===== src/rtl/bew_sqrt.sv =====
// Pipelined floor square root, one root bit per stage, with sideband data carried along.
// No dependencies.
`timescale 1ns / 1ps
`default_nettype none
module bew_sqrt #(
  parameter int unsigned RW = 20,
  parameter int unsigned SW = 8
) (
  input  wire logic          clk_i,
  input  wire logic          rst_ni,
  input  wire logic          en_i,
  input  wire logic          valid_i,
  input  wire logic [2*RW-1:0] rad_i,
  input  wire logic [SW-1:0] side_i,
  output logic               valid_o,
  output logic [RW-1:0]      root_o,
  output logic [SW-1:0]      side_o
);

  logic [2*RW:0]  x_q    [RW+1];
  logic [RW-1:0]  r_q    [RW+1];
  logic [SW-1:0]  side_q [RW+1];
  logic           vld_q  [RW+1];

  assign x_q[0]    = {1'b0, rad_i};
  assign r_q[0]    = '0;
  assign side_q[0] = side_i;
  assign vld_q[0]  = valid_i;

  for (genvar i = 0; i < RW; i++) begin : g_stage
    localparam int unsigned B = RW - 1 - i;
    logic [2*RW:0] trial;
    assign trial = ({{(RW+1){1'b0}}, r_q[i]} << (B + 1)) + ((2*RW+1)'(1) << (2 * B));

    always_ff @(posedge clk_i or negedge rst_ni) begin
      if (!rst_ni) begin
        vld_q[i+1] <= 1'b0;
      end else if (en_i) begin
        vld_q[i+1] <= vld_q[i];
      end
    end

    always_ff @(posedge clk_i) begin
      if (en_i) begin
        side_q[i+1] <= side_q[i];
        if (x_q[i] >= trial) begin
          x_q[i+1] <= x_q[i] - trial;
          r_q[i+1] <= r_q[i] | (RW'(1) << B);
        end else begin
          x_q[i+1] <= x_q[i];
          r_q[i+1] <= r_q[i];
        end
      end
    end
  end

  assign valid_o = vld_q[RW];
  assign root_o  = r_q[RW];
  assign side_o  = side_q[RW];

endmodule
`default_nettype wire


===== config.mk =====
export PLATFORM = sky130hd
export DESIGN_NAME = bew_sqrt
export DESIGN_NICKNAME = d
export VERILOG_FILES = /design/src/rtl/bew_sqrt.sv
export SDC_FILE = /design/constraint.sdc
export NUM_CORES = 1
export LEC_CHECK = 0
export BUFFER_PORTS_ARGS = -buffer_cell sky130_fd_sc_hd__buf_2
export CAP_MARGIN = 20
export CORE_UTILIZATION = 57
export CTS_CLUSTER_SIZE = 8
export DETAILED_ROUTE_END_ITERATION = 8
export PLACE_DENSITY_LB_ADDON = 0.3
export SLEW_MARGIN = 20
export SYNTH_ARGS = -nofsm -noshare
export SYNTH_HDL_FRONTEND = slang
export SYNTH_SLANG_ARGS = --single-unit

===== constraint.sdc =====
create_clock -name clk_i -period 3.2 [get_ports clk_i]
set_clock_uncertainty 0.05 [all_clocks]
set_input_delay 0.48 -clock clk_i [delete_from_list [all_inputs] [get_ports clk_i]]
set_output_delay 0.48 -clock clk_i [all_outputs]
set_load 0.02 [all_outputs]

Word level (Yosys, flattened, before mapping)
Index checks and enable logic that the tools add are counted.
{"block": "classes", "add_sub_neg": 38, "magnitude_cmp": 20, "muxes": 20}
{"op": "two-way mux 41 bit", "n": 18}
{"op": "greater-or-equal comparator 41 x 22 -> 1 bit", "n": 1}
{"op": "greater-or-equal comparator 41 x 23 -> 1 bit", "n": 1}
{"op": "greater-or-equal comparator 41 x 24 -> 1 bit", "n": 1}
{"op": "greater-or-equal comparator 41 x 25 -> 1 bit", "n": 1}
{"op": "greater-or-equal comparator 41 x 26 -> 1 bit", "n": 1}
{"op": "greater-or-equal comparator 41 x 27 -> 1 bit", "n": 1}
{"op": "greater-or-equal comparator 41 x 28 -> 1 bit", "n": 1}
{"op": "greater-or-equal comparator 41 x 29 -> 1 bit", "n": 1}
{"op": "greater-or-equal comparator 41 x 30 -> 1 bit", "n": 1}
{"op": "greater-or-equal comparator 41 x 31 -> 1 bit", "n": 1}
{"op": "greater-or-equal comparator 41 x 32 -> 1 bit", "n": 1}
{"op": "greater-or-equal comparator 41 x 33 -> 1 bit", "n": 1}
{"op": "greater-or-equal comparator 41 x 34 -> 1 bit", "n": 1}
{"op": "greater-or-equal comparator 41 x 35 -> 1 bit", "n": 1}
{"op": "greater-or-equal comparator 41 x 36 -> 1 bit", "n": 1}
{"op": "greater-or-equal comparator 41 x 37 -> 1 bit", "n": 1}
{"op": "greater-or-equal comparator 41 x 38 -> 1 bit", "n": 1}
{"op": "greater-or-equal comparator 41 x 39 -> 1 bit", "n": 1}
{"op": "greater-or-equal comparator 41 x 40 -> 1 bit", "n": 1}
{"op": "subtractor 40 x 39 -> 41 bit (second input constant)", "n": 1}
{"op": "subtractor 41 x 23 -> 41 bit", "n": 1}
{"op": "subtractor 41 x 24 -> 41 bit", "n": 1}
{"op": "subtractor 41 x 25 -> 41 bit", "n": 1}
{"op": "37 further kinds", "n": 37}
{"block": "word_totals", "ff_bits": 1359, "input_bits": 52, "output_inout_bits": 29, "elab_cells": 177}

Longest topological paths before layout
Gate-level depths: netlist (run 1).
{"block": "logic_depth", "ltp_word": 3, "ltp_mapped": 12, "mapped_depth_nobuf": 11}

Worst setup path after synthesis (run 1)
OpenSTA, ideal clock, no wires.
{"block": "synth_path", "path_kind": "flip-flop to flip-flop", "startpoint": "register x_q[130] (netlist name)", "endpoint": "register x_q[113] (netlist name) (data pin)", "setup_ns": 0.258, "t_arrival_ns": 3.000, "required_time_ns": 2.892, "path_slack_ns": -0.108, "path_stages_with_launch": 11, "n_path_buf": 1, "cell_sequence": "edfxtp_1 > ha_1 > or4b_2 > nor4_1 > nand3_1 > o211ai_1 > o211a_1 > nand2b_1 > clkbuf_2 > or4b_2 > xnor2_1"}
{"block": "synth_between", "elab_chain_len": 2, "word_cells_on_any_way": 3}
{"item": "start, declared", "line_no": "20", "source": "logic [2*RW:0] x_q [RW+1];"}
{"item": "start signal, assigned by index", "line_no": "47", "source": "x_q[i+1] <= x_q[i] - trial;"}
{"item": "start signal, assigned by index", "line_no": "50", "source": "x_q[i+1] <= x_q[i];"}
{"item": "subtractor 41 x 24 -> 41 bit / greater-or-equal comparator 41 x 24 -> 1 bit (equally long branches)", "line_no": "47, 46"}
{"item": "two-way mux 41 bit (*)", "line_no": "46", "source": "if (x_q[i] >= trial) begin"}
Mark *: on every way between the ends. The rest lies on a longest branch, timed or not.
A chain may end at the register's enable or synchronous reset.

Final worst setup path (run 1)
{"block": "layout_path", "startpoint": "register x_q[172] (netlist name)", "endpoint": "register x_q[159] (netlist name) (data pin)"}
{"block": "layout_between", "elab_chain_len": 2, "word_cells_on_any_way": 3}
{"item": "subtractor 41 x 25 -> 41 bit / greater-or-equal comparator 41 x 25 -> 1 bit (equally long branches)", "line_no": "47, 46"}
{"item": "two-way mux 41 bit (*)", "line_no": "46"}
Marked as above.

==> results.sh, run 1 <==
export IMPL_synth_cells=3748
export IMPL_drtIter0Drc=1810
export IMPL_die_h_microns=304
export IMPL_root_buffer="clkbuf_16"
export IMPL_ys_warn_count=0
export IMPL_totalNegativeSetupSlack_ns=0
export IMPL_cp_max_fo=3
export IMPL_ys_seq_area_share_pct=67.3
export IMPL_cp_end_kind="register"
export IMPL_clock_latency_ns=0.76
export IMPL_avgSynthCellArea_sq_um=13.9
export IMPL_firstDrtPassIters=5
export IMPL_netlist_top_cells_count="edfxtp_1 (1149), inv_1 (271), ha_1 (226)"
export IMPL_start_util_pct=57.6
export IMPL_area_delta_synth_final_pct=19.7
export IMPL_fp_coreArea_sq_mm=0.0903
export IMPL_layout_worst_path_cycle_share_pct=98.8
export IMPL_drv_slew=0
export IMPL_dieArea_sq_mm=0.0925
export IMPL_path_cells="ha_1, nor2b_1, o31a_1, o41ai_2, buf_4, o21ai_0, a2111oi_1, nor3_1, a31oi_1, xor2_1"
export IMPL_place_area_sq_mm=0.0565
export IMPL_gp_congestion=0.907
export IMPL_maxCapViolCount=0
export IMPL_cts_tree="yes"
export IMPL_overflow=0
export IMPL_met3_length_mm=3.50
export IMPL_tightestPinTransition_ns=1.00
export IMPL_crit_required_ns=3.62
export IMPL_drive_gt1_share_pct=18.5
export IMPL_regArea_sq_mm=0.0350
export IMPL_drt_met1_wl_mm=36.6
export IMPL_status="finished, final reports clean"
export IMPL_numCtsBuffers=164
export IMPL_wl_met2_mm=58.0
export IMPL_min_from="en_i"
export IMPL_wl_per_cell_microns=18.6
export IMPL_fin_cells=5541
export IMPL_track_usage_pct=22.4
export IMPL_synth_most_common_cell="edfxtp_1"
export IMPL_post_route_min_period_ns=3.16
export IMPL_slew_headroom_pct=32.6
export IMPL_synth_edf_count=1149
export IMPL_place_port_buffers=80
export IMPL_ant_nets=0
export IMPL_finalHoldViolations=0
export IMPL_grt_pass1_vias=32700
export IMPL_cts_sinks=1169
export IMPL_fmax_mhz=316
export IMPL_crit_path_start="x_q[172]"
export IMPL_rsz0062_at_grt="yes"
export IMPL_wirelength_mm=103
export IMPL_hpwl_mm=71.3
export IMPL_critical_path_n_buffers_inverters=1
export IMPL_nNetsFinal=4622
export IMPL_power_density_mw_per_mm2=677
export IMPL_crit_slowest_cell="nor3_1"
export IMPL_synth_ff_type="edfxtp_1"
export IMPL_netlist_top_cells_area="edfxtp_1 (66%), ha_1 (5.4%), xnor2_1 (3.0%)"
export IMPL_max_stage_delay_ns=0.55
export IMPL_setup_worst_path_start_class="register"
export IMPL_final_cell_area_sq_mm=0.0623
export IMPL_vias=31300
export IMPL_antenna_found_initial=0
export IMPL_grt_pass1_wl_mm=164
export IMPL_hold_path_class="in -> reg"
export IMPL_synth_async_sr_flop_share_pct=1.71
export IMPL_synth_distinct_cells=81
export IMPL_multi_input_area_sq_mm=0.0164
export IMPL_setup_violations=0
export IMPL_grt_max_degree=106
export IMPL_synth_largest_area_cell="edfxtp_1"
export IMPL_ctsHtreeMaxLevel=4
export IMPL_path_clk_slew_ns=0.05
export IMPL_io_pins=81
export IMPL_synth_top_cell_area_share_pct=66.3
export IMPL_fillers=5882
export IMPL_netlist_area_sq_mm=0.0520
export IMPL_synth_seq_cells=1169
export IMPL_report_power_total_mw=42.2
export IMPL_p_leak_nw=23.9
export IMPL_crit_type="reg -> reg"
export IMPL_rows=110
export IMPL_worstPathArrival_ns=3.59
export IMPL_crit_family="compound AO/OA/AOI/OAI gates"
export IMPL_dp_cells=5281
export IMPL_cts_path_max_buffers=3
export IMPL_die_x_microns=304
export IMPL_ir_drop_uv=564
export IMPL_drcViolationCount=0
export IMPL_top_layer="met4"
export IMPL_diodes=0
export IMPL_viasPerCell=5.65
export IMPL_syn_nets=4026
export IMPL_reg2reg_from="x_q[172]"
-- through the flow --
step | utilization [%] | hold slack, ns | worst slack (ns)
finish | 69.0 | 0.143 | 0.0369
global route | 69.0 | 0.131 | -0.110
CTS | 68.3 | 0.111 | 0.00772
detailed placement | 62.5 | 0.355 | -0.347
global placement | 62.5 | 0.350 | -0.328
floorplan | - | 0.134 | 0.00799
-- power by group --
group	internal, mW	total, mW	switching (mW)	leakage, nW
registers	19.0	20.1	1.06	11.3
logic	3.21	6.77	3.56	10.5
clock network	9.18	15.3	6.17	2.18
total	31.4	42.2	10.8	23.9
-- flip-flops by register name (all words and copies together), names as in the netlist --
register and cells:
r_q 190, side_o 8, x_q 779, valid_o 1, side_q 152, root_o 20
vld_q 19
-- kinds of logic after synthesis --
family | Yosys count | synth area share, %
DFF | 1169 | 67.3
muxes | 59 | 1.26
adders and majority gates | 226 | 5.43
other | 1 | 0.00721
xor gates and xnor gates | 340 | 5.72
and+or+nand+nor | 992 | 10.1
buffers and inverters | 328 | 2.45
AOI/OAI and AO/OA | 633 | 7.80
-- layout make-up --
cell class	count	area share (%)
Sequential cell	1169	56.2
Tap cell	1176	2.36
Clock buffer	173	6.68
Inverter	272	1.64
Multi-Input combinational cell	2251	26.3
Timing Repair Buffer	486	6.26
Clock inverter	14	0.510
-- final timing paths --
check,cells after the start,slack (ns),end
min,1,0.14,side_q[128]
min reg2reg,0,0.36,side_q[96]
min in group asynchronous,2,0.15,vld_q[17]
max,10,0.04,x_q[159]
max reg2reg,10,0.04,x_q[159]
max in group asynchronous,2,2.64,vld_q[15]
-- layer usage --
layer | vias to the layer above | global-route usage (%)
li1 | 15200 | -
met1 | 15100 | 22.4
met2 | 689 | 44.1
met3 | 300 | 3.46
met4 | 0 | 11.7
met5 | - | 0
-- layout by cell type (no fill, tap or decap), drive strengths merged, types with 54 or more instances in the layout --
cell type and n:
edfxtp 1149, buf 433, inv 279, ha 226, nor2 204, nand2 196
a21oi 195, xnor2 179, clkbuf 175, xor2 161, o21ai 159, nor4 116
nor3 112, a21o 68, mux2 54
-- what timing repair did --
action | in CTS | in global routing
resized for setup | 26 | 85
setup endpoints to repair | 57 | 150
hold buffers | 51 | 0
buffers inserted | 3 | 17
gates cloned | 0 | 3
pin swaps | 8 | 24
hold endpoints to repair | 70 | 0
Note: power is estimated with default switching activity, not from simulation.
==> run 2: changes to the inputs <==
--- a/config.mk
+++ b/config.mk
@@ -7,11 +7,12 @@
 export LEC_CHECK = 0
 export BUFFER_PORTS_ARGS = -buffer_cell sky130_fd_sc_hd__buf_2
 export CAP_MARGIN = 20
-export CORE_UTILIZATION = 57
+export CELL_PAD_IN_SITES_DETAIL_PLACEMENT = 0
+export CELL_PAD_IN_SITES_GLOBAL_PLACEMENT = 1
+export CORE_UTILIZATION = 48
 export CTS_CLUSTER_SIZE = 8
 export DETAILED_ROUTE_END_ITERATION = 8
-export PLACE_DENSITY_LB_ADDON = 0.3
-export SLEW_MARGIN = 20
+export PLACE_DENSITY_LB_ADDON = 0.1
 export SYNTH_ARGS = -nofsm -noshare
 export SYNTH_HDL_FRONTEND = slang
 export SYNTH_SLANG_ARGS = --single-unit
==> results.sh, run 2 (synthesis results as in run 1) <==
export IMPL_largest_register_ffs=779
export IMPL_drv_slew=0
export IMPL_grt_pass1_vias=32100
export IMPL_wirelength_mm=104
export IMPL_grt_pass1_wl_mm=166
export IMPL_fillers=8589
export IMPL_track_usage_pct=19.2
export IMPL_antenna_found_initial=0
export IMPL_post_route_min_period_ns=3.15
export IMPL_cts_tree="yes"
export IMPL_nNetsFinal=4674
export IMPL_rows=120
export IMPL_cts_sinks=1169
export IMPL_firstDrtPassIters=5
export IMPL_path_clk_slew_ns=0.05
export IMPL_layout_worst_path_cycle_share_pct=98.3
export IMPL_viasPerCell=5.29
export IMPL_ctsHtreeMaxLevel=4
export IMPL_regMostFlops="x_q"
export IMPL_final_cell_mix="edfxtp_1 (1149), buf_4 (374), inv_1 (270), ha_1 (214), nor2_1 (203)"
export IMPL_cp_end_kind="register"
export IMPL_worstPathArrival_ns=3.59
export IMPL_overflow=0
export IMPL_clock_latency_ns=0.75
export IMPL_hpwl_mm=75.6
export IMPL_reg2reg_from="x_q[87]"
export IMPL_wl_per_cell_microns=17.9
export IMPL_setup_worst_path_start_class="register"
export IMPL_cp_max_fo=6
export IMPL_die_h_microns=331
export IMPL_place_port_buffers=80
export IMPL_ir_drop_uv=550
export IMPL_fin_ws_ns=0.0550
export IMPL_min_from="en_i"
export IMPL_maxCapViolCount=0
export IMPL_finalHoldViolations=0
export IMPL_p_leak_nw=24.2
export IMPL_power_density_mw_per_mm2=671
export IMPL_numCtsBuffers=165
export IMPL_drcViolationCount=0
export IMPL_dieArea_sq_mm=0.110
export IMPL_vias=30800
export IMPL_grt_max_degree=87
export IMPL_diodes=0
export IMPL_die_x_microns=331
export IMPL_hold_path_class="in -> reg"
export IMPL_final_common_cell="edfxtp_1"
export IMPL_drtIter0Drc=1467
export IMPL_crit_required_ns=3.65
export IMPL_tightestPinTransition_ns=0.546
export IMPL_area_delta_synth_final_pct=21.0
export IMPL_setup_violations=0
export IMPL_io_pins=81
export IMPL_ant_nets=0
export IMPL_status="finished, final reports clean"
export IMPL_slew_headroom_pct=62.6
export IMPL_crit_type="reg -> reg"
export IMPL_whs_ns=0.148
export IMPL_drive_gt1_share_pct=19.3
export IMPL_fp_coreArea_sq_mm=0.107
export IMPL_crit_path_start="x_q[87]"
export IMPL_gp_congestion=0.889
export IMPL_start_util_pct=48.5
export IMPL_rsz0062_at_grt="yes"
export IMPL_reg_top3="x_q (779), r_q (190), side_q (152)"
export IMPL_pre_cts_ws_ns=-0.299
export IMPL_fmax_mhz=318
export IMPL_cts_path_max_buffers=3
export IMPL_root_buffer="clkbuf_16"
==> run 2: changes by cell type in the layout (fill, tap and decap cells not counted), sizes merged <==
cell / before / now
clkbuf: 175 / 179
inv: 279 / 278
clkinv: 7 / 10
buf: 433 / 485
==> run 2: what timing repair did <==
action                                  in CTS  in global routing
endpoints found under the setup margin      57                140
resized for setup                           26                 79
cloned                                       1                  1
pin swaps                                   11                 33
endpoints found under the hold margin       70                  0
hold buffers                                51                  0
buffers inserted                            11                  8
==> run 2: where the power goes <==
part	leakage [nW]	switching [mW]	internal, mW
combinational	10.7	3.55	3.27
sequential	11.3	1.04	19.0
clock	2.20	6.17	9.24
total	24.2	10.8	31.5
==> run 2: routing by layer <==
layer | global-route usage [%] | vias up | wire length [microns]
li1 | - | 15300 | -
met1 | 20.7 | 14800 | 40600
met2 | 37.0 | 453 | 57400
met3 | 2.96 | 227 | 2900
met4 | 7.61 | 0 | 3540
met5 | 0 | - | 0
==> run 2: final cells by class <==
type / instances / area (sq um) / area share, %
flip-flops and latches: 1169 / 35000 / 55.6
multi-input cells: 2251 / 16300 / 26.0
repair buffers: 537 / 4320 / 6.86
clock buffers: 178 / 4200 / 6.67
well taps: 1403 / 1760 / 2.79
inverters: 272 / 1030 / 1.63
clock inverters: 16 / 324 / 0.515
==> run 2: final timing paths <==
path                            cells after the start     endpoint  slack [ns]
worst min register to register                      0  side_q[136]        0.36
worst min-delay path                                1     x_q[399]        0.15
worst max register to register                     13      x_q[73]        0.05
min in group asynchronous                           2     vld_q[8]        0.17
max in group asynchronous                           2     vld_q[9]        2.62
worst max-delay path                               13      x_q[73]        0.05
==> run 2: stage by stage <==
stage                     power [mW]  cells  utilization (%)  TNS [ns]  cell area, sq um
final                           42.3   5826             58.7         0             63000
after floorplan                 24.2   3748                -         0             52100
after detailed placement        26.9   5560             53.3     -4.61             57200
after CTS                       42.7   5817             58.3  -0.00616             62400
after global routing            44.2   5826             58.7    -0.333             63000
after global placement          26.8   5560             53.3     -4.13             57200
==> run 2: critical path: stages (launching register included) <==
cell and delay [ns]:
edfxtp_1 0.43, ha_4 0.32, o211ai_1 0.13, nand3b_1 0.14
a31oi_1 0.09, buf_4 0.16, o211ai_1 0.42, a311oi_4 0.18
buf_12 0.17, buf_12 0.12, a2111oi_4 0.22, buf_4 0.19
nand4_1 0.10, xnor2_1 0.15
